==> config.mk <==
export PLATFORM = sky130hd
export DESIGN_NAME = three_channel_hbridge_pwm_driver_top
export DESIGN_NICKNAME = d
export VERILOG_FILES = /design/src/rtl/core/hbd_pkg.sv /design/src/rtl/core/hbd_core.sv /design/src/rtl/core/three_channel_hbridge_pwm_driver_top.sv
export VERILOG_INCLUDE_DIRS = /design/src /design/src/rtl/core
export SDC_FILE = /design/constraint.sdc
export NUM_CORES = 1
export LEC_CHECK = 0
export ABC_AREA = 1
export BUFFER_PORTS_ARGS = -buffer_cell sky130_fd_sc_hd__buf_4
export CORE_ASPECT_RATIO = 0.5
export CORE_MARGIN = 2
export CORE_UTILIZATION = 45
export DETAILED_ROUTE_END_ITERATION = 8
export GPL_ROUTABILITY_DRIVEN = 0
export PLACE_DENSITY = 0.66
export SYNTH_ARGS = -nofsm -noshare
export SYNTH_HDL_FRONTEND = slang
export SYNTH_SLANG_ARGS = --single-unit
==> constraint.sdc <==
create_clock -name clk_i -period 3.85 [get_ports clk_i]
set_input_delay 0.1925 -clock clk_i [delete_from_list [all_inputs] [get_ports clk_i]]
set_output_delay 0.1925 -clock clk_i [all_outputs]
set_load 0.05 [all_outputs]
==> src/rtl/core/assert_macros.svh <==
// ---------------------------------------------------------------------------
// assert_macros.svh
// Assertion helpers shared by the RTL files of this project.
// ---------------------------------------------------------------------------
`ifndef ASSERT_MACROS_SVH
`define ASSERT_MACROS_SVH

// Property checked at every rising clk_i edge, masked while rst_ni is low.
`define ASSERT_CLK(label, prop) \
  label: assert property (@(posedge clk_i) disable iff (!rst_ni) (prop)) \
    else $error("assertion failed");

// Condition that must never be true out of reset.
`define ASSERT_NEVER(label, cond) \
  `ASSERT_CLK(label, !(cond))

`endif

==> src/rtl/core/hbd_pkg.sv <==
// ---------------------------------------------------------------------------
// hbd_pkg
// Constants, codes and types of the three-channel H-bridge PWM driver.
// ---------------------------------------------------------------------------
package hbd_pkg;

  localparam int unsigned NUM_MOTORS  = 3;
  localparam int unsigned COUNT_WIDTH = 16;
  localparam int unsigned SPEED_W     = 17;
  localparam int unsigned OP_W        = 3;
  localparam int unsigned IN_TDATA_W  = 24;
  localparam int unsigned OUT_TDATA_W = 16;
  localparam int unsigned PADDR_W     = 3;
  localparam int unsigned PDATA_W     = 32;

  localparam logic [COUNT_WIDTH-1:0] PERIOD_RESET   = COUNT_WIDTH'(36000);
  localparam logic [COUNT_WIDTH-1:0] MAX_DUTY_RESET = COUNT_WIDTH'(36000);
  localparam logic [COUNT_WIDTH-1:0] COMPARE_RESET  = COUNT_WIDTH'(18000);

  localparam logic [OP_W-1:0] OP_TICK    = 3'd0;
  localparam logic [OP_W-1:0] OP_SPEED   = 3'd1;
  localparam logic [OP_W-1:0] OP_STOP    = 3'd2;
  localparam logic [OP_W-1:0] OP_ENABLE  = 3'd3;
  localparam logic [OP_W-1:0] OP_DISABLE = 3'd4;

  // register index, taken from paddr[2]
  localparam logic REG_PERIOD   = 1'b0;
  localparam logic REG_MAX_DUTY = 1'b1;

  typedef logic [NUM_MOTORS-1:0] motor_vec_t;

  typedef struct packed {
    motor_vec_t standby;
    motor_vec_t in2;
    motor_vec_t in1;
    motor_vec_t pwm;
  } pins_t;

endpackage

==> src/rtl/core/hbd_core.sv <==
// ---------------------------------------------------------------------------
// hbd_core
// Counter, compare values, bridge state; one item per cycle with accept_i.
// ---------------------------------------------------------------------------
`include "assert_macros.svh"

module hbd_core (
  input  logic                                clk_i,
  input  logic                                rst_ni,
  input  logic                                accept_i,
  input  logic [hbd_pkg::OP_W-1:0]            op_i,
  input  hbd_pkg::motor_vec_t                 mask_i,
  input  logic signed [hbd_pkg::SPEED_W-1:0]  speed_i,
  input  logic                                stop_mode_i,
  input  logic [hbd_pkg::COUNT_WIDTH-1:0]     period_i,
  input  logic [hbd_pkg::COUNT_WIDTH-1:0]     max_duty_i,
  output hbd_pkg::pins_t                      pins_o
);

  logic [hbd_pkg::COUNT_WIDTH-1:0] cnt_q, cnt_d;
  logic [hbd_pkg::COUNT_WIDTH-1:0] cmp_q [hbd_pkg::NUM_MOTORS];
  logic [hbd_pkg::COUNT_WIDTH-1:0] cmp_d [hbd_pkg::NUM_MOTORS];
  hbd_pkg::motor_vec_t             in1_q, in1_d;
  hbd_pkg::motor_vec_t             in2_q, in2_d;
  hbd_pkg::motor_vec_t             pwm_q, pwm_d;
  hbd_pkg::motor_vec_t             en_q, en_d;

  logic [hbd_pkg::SPEED_W-1:0]     spd_raw;
  logic [hbd_pkg::SPEED_W-1:0]     spd_mag;
  logic [hbd_pkg::COUNT_WIDTH-1:0] spd_sat;
  logic                            spd_neg;
  logic [hbd_pkg::COUNT_WIDTH-1:0] cnt_next;

  assign spd_raw  = $unsigned(speed_i);
  assign spd_neg  = spd_raw[hbd_pkg::SPEED_W-1];
  assign spd_mag  = spd_neg ? (hbd_pkg::SPEED_W'(0) - spd_raw) : spd_raw;
  assign spd_sat  = (spd_mag > {1'b0, max_duty_i}) ? max_duty_i
                                                    : spd_mag[hbd_pkg::COUNT_WIDTH-1:0];
  assign cnt_next = (cnt_q >= period_i) ? '0 : cnt_q + hbd_pkg::COUNT_WIDTH'(1);

  always_comb begin
    cnt_d = cnt_q;
    cmp_d = cmp_q;
    in1_d = in1_q;
    in2_d = in2_q;
    pwm_d = pwm_q;
    en_d  = en_q;
    unique case (op_i)
      hbd_pkg::OP_TICK: begin
        cnt_d = cnt_next;
        if (cnt_q >= period_i) begin
          pwm_d = '1;
        end
        for (int i = 0; i < hbd_pkg::NUM_MOTORS; i++) begin
          if (cmp_q[i] == cnt_next) begin
            pwm_d[i] = 1'b0;
          end
        end
      end
      hbd_pkg::OP_SPEED: begin
        for (int i = 0; i < hbd_pkg::NUM_MOTORS; i++) begin
          if (mask_i[i]) begin
            if (spd_raw == '0) begin
              in1_d[i] = 1'b1;
              in2_d[i] = 1'b1;
            end else begin
              in1_d[i] = spd_neg;
              in2_d[i] = !spd_neg;
              cmp_d[i] = spd_sat;
            end
          end
        end
      end
      hbd_pkg::OP_STOP: begin
        in1_d = stop_mode_i ? (in1_q | mask_i) : (in1_q & ~mask_i);
        in2_d = stop_mode_i ? (in2_q | mask_i) : (in2_q & ~mask_i);
      end
      hbd_pkg::OP_ENABLE:  en_d = en_q | mask_i;
      hbd_pkg::OP_DISABLE: en_d = en_q & ~mask_i;
      default: ;
    endcase
  end

  always_ff @(posedge clk_i or negedge rst_ni) begin
    if (!rst_ni) begin
      cnt_q <= '0;
      in1_q <= '0;
      in2_q <= '0;
      pwm_q <= '0;
      en_q  <= '0;
      for (int i = 0; i < hbd_pkg::NUM_MOTORS; i++) begin
        cmp_q[i] <= hbd_pkg::COMPARE_RESET;
      end
    end else if (accept_i) begin
      cnt_q <= cnt_d;
      cmp_q <= cmp_d;
      in1_q <= in1_d;
      in2_q <= in2_d;
      pwm_q <= pwm_d;
      en_q  <= en_d;
    end
  end

  assign pins_o = '{standby: en_d, in2: in2_d, in1: in1_d, pwm: pwm_d};

  `ASSERT_CLK(a_cnt_step,
    (accept_i && op_i == hbd_pkg::OP_TICK && cnt_q < period_i)
      |=> (cnt_q == $past(cnt_q) + hbd_pkg::COUNT_WIDTH'(1)))
  `ASSERT_CLK(a_cnt_hold, !(accept_i && op_i == hbd_pkg::OP_TICK) |=> $stable(cnt_q))
  `ASSERT_CLK(a_en_hold,
    !(accept_i && (op_i == hbd_pkg::OP_ENABLE || op_i == hbd_pkg::OP_DISABLE))
      |=> $stable(en_q))

endmodule

==> src/rtl/core/three_channel_hbridge_pwm_driver_top.sv <==
// ---------------------------------------------------------------------------
// three_channel_hbridge_pwm_driver_top
// Three H-bridge motor drivers sharing one PWM counter, with command stream,
// pin-state result stream and register port.
//
//   channel   direction  contents
//   s_axis    in         tuser: op; tdata: motor_mask, speed, stop_mode
//   m_axis    out        tdata: pwm_pins, in1_pins, in2_pins, standby_pins
//   apb       in/out     period (0x0), max_duty (0x4)
//
// One item per cycle while s_axis_tready is high; its result appears in the
// output register in the cycle after acceptance, or in the skid register
// while the output is stalled. The result queue is an output register plus
// a skid register, so s_axis_tready only drops while both are full.
// Reset clears counter, pins and queue; compare values load 18000.
// ---------------------------------------------------------------------------
`include "assert_macros.svh"

module three_channel_hbridge_pwm_driver_top (
  input  logic                                clk_i,
  input  logic                                rst_ni,
  input  logic                                s_axis_tvalid,
  output logic                                s_axis_tready,
  // [2:0] motor_mask, [19:3] speed, [20] stop_mode, [23:21] zero
  input  logic [hbd_pkg::IN_TDATA_W-1:0]      s_axis_tdata,
  // [2:0] op
  input  logic [hbd_pkg::OP_W-1:0]            s_axis_tuser,
  output logic                                m_axis_tvalid,
  input  logic                                m_axis_tready,
  // [2:0] pwm_pins, [5:3] in1_pins, [8:6] in2_pins, [11:9] standby_pins
  output logic [hbd_pkg::OUT_TDATA_W-1:0]     m_axis_tdata,
  input  logic                                psel,
  input  logic                                penable,
  input  logic                                pwrite,
  input  logic [hbd_pkg::PADDR_W-1:0]         paddr,
  input  logic [hbd_pkg::PDATA_W-1:0]         pwdata,
  output logic [hbd_pkg::PDATA_W-1:0]         prdata,
  output logic                                pready
);

  logic [hbd_pkg::COUNT_WIDTH-1:0] period_q, max_duty_q;
  logic                            cfg_wr;
  logic                            accept;
  hbd_pkg::pins_t                  res;
  hbd_pkg::pins_t                  out_q, skid_q;
  logic                            out_vld_q, skid_vld_q;

  assign pready = 1'b1;
  assign cfg_wr = psel && penable && pwrite && pready;

  always_ff @(posedge clk_i or negedge rst_ni) begin
    if (!rst_ni) begin
      period_q   <= hbd_pkg::PERIOD_RESET;
      max_duty_q <= hbd_pkg::MAX_DUTY_RESET;
    end else if (cfg_wr) begin
      unique case (paddr[2])
        hbd_pkg::REG_PERIOD:   period_q   <= pwdata[hbd_pkg::COUNT_WIDTH-1:0];
        hbd_pkg::REG_MAX_DUTY: max_duty_q <= pwdata[hbd_pkg::COUNT_WIDTH-1:0];
        default: ;
      endcase
    end
  end

  assign prdata = (paddr[2] == hbd_pkg::REG_MAX_DUTY)
                ? hbd_pkg::PDATA_W'(max_duty_q) : hbd_pkg::PDATA_W'(period_q);

  assign s_axis_tready = !skid_vld_q;
  assign accept        = s_axis_tvalid && s_axis_tready;

  hbd_core u_core (
    .clk_i       (clk_i),
    .rst_ni      (rst_ni),
    .accept_i    (accept),
    .op_i        (s_axis_tuser),
    .mask_i      (s_axis_tdata[2:0]),
    .speed_i     ($signed(s_axis_tdata[19:3])),
    .stop_mode_i (s_axis_tdata[20]),
    .period_i    (period_q),
    .max_duty_i  (max_duty_q),
    .pins_o      (res)
  );

  always_ff @(posedge clk_i or negedge rst_ni) begin
    if (!rst_ni) begin
      out_vld_q  <= 1'b0;
      skid_vld_q <= 1'b0;
    end else begin
      if (accept) begin
        if (out_vld_q && !m_axis_tready) begin
          skid_vld_q <= 1'b1;
        end else begin
          out_vld_q <= 1'b1;
        end
      end else if (m_axis_tready) begin
        out_vld_q  <= skid_vld_q;
        skid_vld_q <= 1'b0;
      end
    end
  end

  always_ff @(posedge clk_i) begin
    if (accept) begin
      if (out_vld_q && !m_axis_tready) begin
        skid_q <= res;
      end else begin
        out_q <= res;
      end
    end else if (m_axis_tready && skid_vld_q) begin
      out_q <= skid_q;
    end
  end

  assign m_axis_tvalid = out_vld_q;
  assign m_axis_tdata  = hbd_pkg::OUT_TDATA_W'(out_q);

  `ASSERT_NEVER(a_skid_alone, skid_vld_q && !out_vld_q)
  `ASSERT_CLK(a_skid_drain, (skid_vld_q && m_axis_tready) |=> (out_vld_q && !skid_vld_q))
  `ASSERT_CLK(a_accept_shows, accept |=> out_vld_q)

endmodule
[Word-level counts from Yosys, hierarchy flattened]
Index checks and enable logic that the tools add are counted.
Widths: inputs -> output; s select.
Word-level totals
  register bits after elaboration: 134
  logic and storage cells: 95
  output and inout port bits: 51
  input bits: 69
Operators by class
  reduce and logical (&&, ||, !) cells: 22
  bitwise gates (word level): 9
  mux-type cells: 31
  order comparisons: 2
  add/sub/neg operators: 2
  equal/unequal tests: 9
Operators with widths (number)
  $eq 16x16->1: 3
  $mux 16: 3
  $mux 12: 3
  $pmux 3 s2: 3
  $gt 17x16->1: 1
  $logic_not 17->1: 1
  $mux 1: 17
  $mux 17: 1
  $sub 1x17->17 const A: 1
  $add 16x1->16 const B: 1
  $ge 16x16->1: 1
  $reduce_and 2->1: 7
  $mux 3: 4
  $reduce_and 4->1: 3
  $and 3x3->3: 3
  $or 3x3->3: 3
  $eq 3x2->1 const B: 2
  $logic_and 1x1->1: 5
  $reduce_bool 2->1: 2
  $eq 3x1->1 const B: 1
  $eq 3x3->1 const B: 1
  $logic_not 1->1: 3
  $logic_not 3->1: 1
  $not 3->3: 1
  other kinds (3): 4

[Longest topological paths before layout]
  depth in word-level cells: 7
  mapped depth: 21

[Modules after synthesis]
A second synthesis with hierarchy kept.
Second synthesis, totals
  cell total of the unflattened synthesis: 1253
  area total of the unflattened synthesis: 8939.8 um2
Modules (own cells, without submodules)
  hbd_core: area each 6306.0 um2, instances 1, cells an instance 961
  three_channel_hbridge_pwm_driver_top: area each 2633.8 um2, instances 1, cells an instance 292

[Worst setup path after synthesis]
OpenSTA, ideal clock, no wires.
  path type: input to register
  from: input port s_axis_tdata[3] (netlist bit)
  to: register u_core.cmp_q[13] (netlist bit)
  library setup time: 118 ps
  setup slack: 1179 ps
  data arrival time: 2553 ps
  required time: 3732 ps
  buffers on the path: 1
  stages: 19
  cells stage by stage: inv_1 -> ha_1 -> nand2_1 -> inv_1 -> nand2_2 -> nor3_2 -> nand2_1 -> nand2_1 -> xor2_1 -> inv_1 -> ha_1 -> nand4_1 -> nor4_1 -> nand3_2 -> nand2_4 -> buf_12 -> nand2_4 -> nand3_1 -> nand2_1
Between the ends
  cells in the longest elaborated chain, start to end: 4
  elaborated cells between the ends (all ways): 7
  those cells by class: add/sub (1); order compare (1); mux (2); bitwise (1); reduce/logical (2)
RTL lines
  start: declaration: RTL line three_channel_hbridge_pwm_driver_top.sv:25  | input logic [hbd_pkg::IN_TDATA_W-1:0] s_axis_tdata,
  $sub 1x17->17: RTL line hbd_core.sv:36  | assign spd_mag = spd_neg ? (hbd_pkg::SPEED_W'(0) - spd_raw) : spd_raw;
  $mux 17: RTL line hbd_core.sv:36
  $gt 17x16->1: RTL line hbd_core.sv:37  | assign spd_sat = (spd_mag > {1'b0, max_duty_i}) ? max_duty_i
  $mux 16: RTL line hbd_core.sv:37
  end signal: indexed assignment: RTL line hbd_core.sv:92  | cmp_q[i] <= hbd_pkg::COMPARE_RESET;
  end signal: assignment: RTL line hbd_core.sv:96  | cmp_q <= cmp_d;
  end: declaration: RTL line hbd_core.sv:21  | logic [hbd_pkg::COUNT_WIDTH-1:0] cmp_q [hbd_pkg::NUM_MOTORS];
Several ways; a longest one is shown, not always the timed one.
A chain may end at the register's enable or synchronous reset.

[Final worst setup path]
  from: register period_q[15] (netlist bit)
  to: register out_q, in the netlist m_axis_tdata[1] (data pin)
Between the ends
  cells in the longest elaborated chain, start to end: 7
  elaborated cells between the ends (all ways): 8
  those cells by class: order compare (1); eq/ne (1); mux (6)
RTL lines
  start: declaration: RTL line three_channel_hbridge_pwm_driver_top.sv:41  | logic [hbd_pkg::COUNT_WIDTH-1:0] period_q, max_duty_q;
  start signal: assignment: RTL line three_channel_hbridge_pwm_driver_top.sv:53  | period_q <= hbd_pkg::PERIOD_RESET;
  start signal: assignment: RTL line three_channel_hbridge_pwm_driver_top.sv:57  | hbd_pkg::REG_PERIOD: period_q <= pwdata[hbd_pkg::COUNT_WIDTH-1:0];
  $ge 16x16->1 *: RTL line hbd_core.sv:39, hbd_core.sv:51
  $mux 16: RTL line hbd_core.sv:39  | assign cnt_next = (cnt_q >= period_i) ? '0 : cnt_q + hbd_pkg::COUNT_WIDTH'(1);
  $eq 16x16->1: RTL line hbd_core.sv:55  | if (cmp_q[i] == cnt_next) begin
  $mux 1 *: RTL line hbd_core.sv:55
  $mux 3 *: RTL line hbd_core.sv:48  | unique case (op_i)
  $mux 12 *: RTL line three_channel_hbridge_pwm_driver_top.sv:103  | if (out_vld_q && !m_axis_tready) begin
  $mux 12 *: RTL line three_channel_hbridge_pwm_driver_top.sv:102  | if (accept) begin
  end signal: assignment: RTL line three_channel_hbridge_pwm_driver_top.sv:106  | out_q <= res;
  end signal: assignment: RTL line three_channel_hbridge_pwm_driver_top.sv:109  | out_q <= skid_q;
  end: declaration: RTL line three_channel_hbridge_pwm_driver_top.sv:45  | hbd_pkg::pins_t out_q, skid_q;
Mark *: on every way between the ends. The rest lies on a longest branch, timed or not. The select of a mux whose other input is x is not followed.

==> results.cfg <==
[cts]
cts.path.max_buffers = 2
cts_root_buf = clkbuf_16
postCtsHoldBufs = 2
insertion_delay_ns = 0.43
path_clk_slew_ns = 0.07
cts.repair.resized = 0
cts_tree = built
cts_sinks = 134
htree_num_levels = 4
post-cts-setup-buffers = 0
numCtsBuffers = 17

[status]
status = complete, no violations

[critical_path]
startpoint = period_q[15]
crit_path_end_kind = register
path_max_fanout = 48
path_buf_inv = 2
r2r_start = period_q[15]
cpMostUsedCell = nand2_1
critical_path.top_delay_family = simple AND/OR/NAND/NOR gates
crit_arrival_ns = 3.32
r2r_slack_ns = 0.71
endpoint = m_axis_tdata[1]
worstRegToRegCells = 13
reg2reg_to = m_axis_tdata[1]
critPathKind = reg -> reg
max_stage_delay_ns = 0.53
critPathLaunchType = register
cp.depth = 13
crit_chain = inv_1 > ha_1 > a21oi_1 > o21ai_0 > nor2_2 > buf_12 > and2_1 > nand2_1 > xnor2_1 > nor2_1 > nand3_1 > nand3_2 > nand2_1
cpMaxStageDelayCell = dfstp_2
cp.required_ns = 4.03

[global_routing]
grt_pass1_wl_um = 39200
grt.total_usage = 0.248
grt_max_degree = 63
grt_pass1_vias = 7296
overflow = 0
antenna_found_initial = 0

[logic_synthesis]
synthesis.area_mm2 = 0.00882
syn-instance-count = 1220
ys_ff_latch = 134
ys_warn_count = 0
synth.distinct_cells = 46
avgSynthCellArea_um2 = 7.23
ys_seq_area_frac = 0.397

[final_layout]
area_growth_pct = 16.0
nets = 1391
fill_cells = 1852
final_common_cell = nand2_1
layout-drive-gt1-share = 0.147
fin_util = 0.529
num_antenna_cells = 0
mostFrequentLayoutCells = nand2_1 (397), inv_1 (179), nand3_1 (103)

[placed_design]
place_ws_ns = 0.404
hpwl_um = 18500
numPortBuffers = 77

[sta]
hold_slack_ns = 0.0185
max-slew-margin-rel = 0.243
max_clock_freq_ghz = 0.319
final.setup.tns_ns = 0
skew_ns = 0.0126
period_needed_ns = 3.14
maxSlewViolCount = 0
setup_viol_count_final = 0
finalCritPeriodShare = 0.815
rsz0062_at_grt = no
worst_slack_ns = 0.711
hold_viol = 0
worstMarginPinSlew_ns = 1.13

[worst_hold_path]
hold_class = in -> reg
holdCritStartpoint = pwdata[7]

[floorplanning]
io-pin-count = 120
die-height_um = 103
row_count = 36
start_util = 0.456
die_w_um = 202
dieArea_mm2 = 0.0208
core-area_mm2 = 0.0193

[power_and_ir_drop]
ir_drop_mv = 0.266
power.density_mw_per_mm2 = 571
p_leak_nw = 5.33

[route]
first_pass_iters = 6
ant_nets = 0
viasPerCell = 5.13
routed_wl_um = 24600
drt_iter0_drc = 608
post_drt_wl_per_cell_um = 15.7
drc_errors = 0
vias = 8040

[flow_run]
cap_violations = 0
## layout make-up
type	instances	area, um2	share of cell area
Tap cell	266	333	0.0325
Inverter	183	687	0.0671
Clock buffer	21	482	0.0471
Multi-Input combinational cell	864	4360	0.426
Timing Repair Buffer	88	691	0.0675
Clock inverter	11	170	0.0166
Sequential cell	134	3500	0.343
## cell usage after synthesis (all sizes together)
master | n | area share
nand2 | 413 | 0.19
inv | 182 | 0.077
nand3 | 113 | 0.071
o21ai | 98 | 0.056
dfrtp | 85 | 0.24
nor2 | 71 | 0.035
buf | 41 | 0.031
nand4 | 41 | 0.029
ha | 34 | 0.048
dfstp | 25 | 0.074
edfxtp | 24 | 0.082
a21oi | 23 | 0.014
clkbuf | 17 | 0.0072
xor2 | 16 | 0.017
nor3 | 10 | 0.0092
a31oi | 5 | 0.0035
xnor2 | 4 | 0.0048
nor4 | 3 | 0.0021
or2 | 3 | 0.0021
conb | 2 | 0.00085
nand3b | 2 | 0.0017
a22oi | 1 | 0.00085
and2 | 1 | 0.00071
and3 | 1 | 0.00071
clkinv | 1 | 0.00043
nor3b | 1 | 0.00085
o211ai | 1 | 0.00085
o22ai | 1 | 0.00071
o311ai | 1 | 0.00099
## per-stage QoR
step	std cells	cell area [um2]	total power, mW
3_5_place_dp	1533	9560	4.04
4_1_cts	1567	10200	5.85
5_1_grt	1567	10200	6.23
6_report	1567	10200	5.84
3_3_place_gp	1533	9560	3.97
2_1_floorplan	1239	8890	3.48
## flip-flops by register name (all words and copies together), names as in the netlist
| register | flops |
|---|---|
| u_core.en_q | 3 |
| m_axis_tdata | 12 |
| skid_q | 12 |
| period_q | 16 |
| m_axis_tvalid | 1 |
| u_core.cnt_q | 16 |
| u_core.in2_q | 3 |
| skid_vld_q | 1 |
| u_core.pwm_q | 3 |
| max_duty_q | 16 |
| u_core.in1_q | 3 |
| u_core.cmp_q | 48 |
## power breakdown
group	internal (mW)	leakage, nW	switching [mW]
registers	1.86	1.60	0.281
logic	0.620	3.41	1.29
clock network	1.16	0.322	0.633
## per-layer routing
metal / vias to the layer above / global-route usage / part of all wire / wire length (um)
li1: 3993 / - / - / -
met1: 3713 / 0.356 / 0.47 / 11600
met2: 306 / 0.368 / 0.42 / 10400
met3: 28 / 0.0667 / 0.089 / 2190
met4: 0 / 0.0735 / 0.014 / 348
met5: - / 0 / 0 / 0
## worst min-delay path, stage by stage
cell     delay [ns]
buf_4          0.11
inv_1          0.06
o21ai_0        0.08
## kinds of logic (layout without fill, tap and decap cells)
logic type | Yosys count | after routing | synth area share
other | 2 | 21 | 0.000852
AOI/OAI and AO/OA | 130 | 130 | 0.0769
xor gates and xnor gates | 20 | 20 | 0.0216
and+or+nand+nor | 659 | 659 | 0.339
DFF | 134 | 134 | 0.397
buffers and inverters | 241 | 303 | 0.116
adders and majority gates | 34 | 34 | 0.0482
## worst min-delay path by stage
| stage | end | slack [ns] | cells past startpoint |
|---|---|---|---|
| 2_1_floorplan | m_axis_tvalid | -0.10 | 0 |
| 3_3_place_gp | period_q[3] | 0.32 | 1 |
| 3_5_place_dp | period_q[3] | 0.34 | 1 |
| 4_1_cts | max_duty_q[7] | 0.0009 | 3 |
| 5_1_grt | max_duty_q[7] | 0.02 | 3 |
| 6_report | max_duty_q[7] | 0.02 | 3 |
No activity file was read; power rests on OpenSTA's default activity.
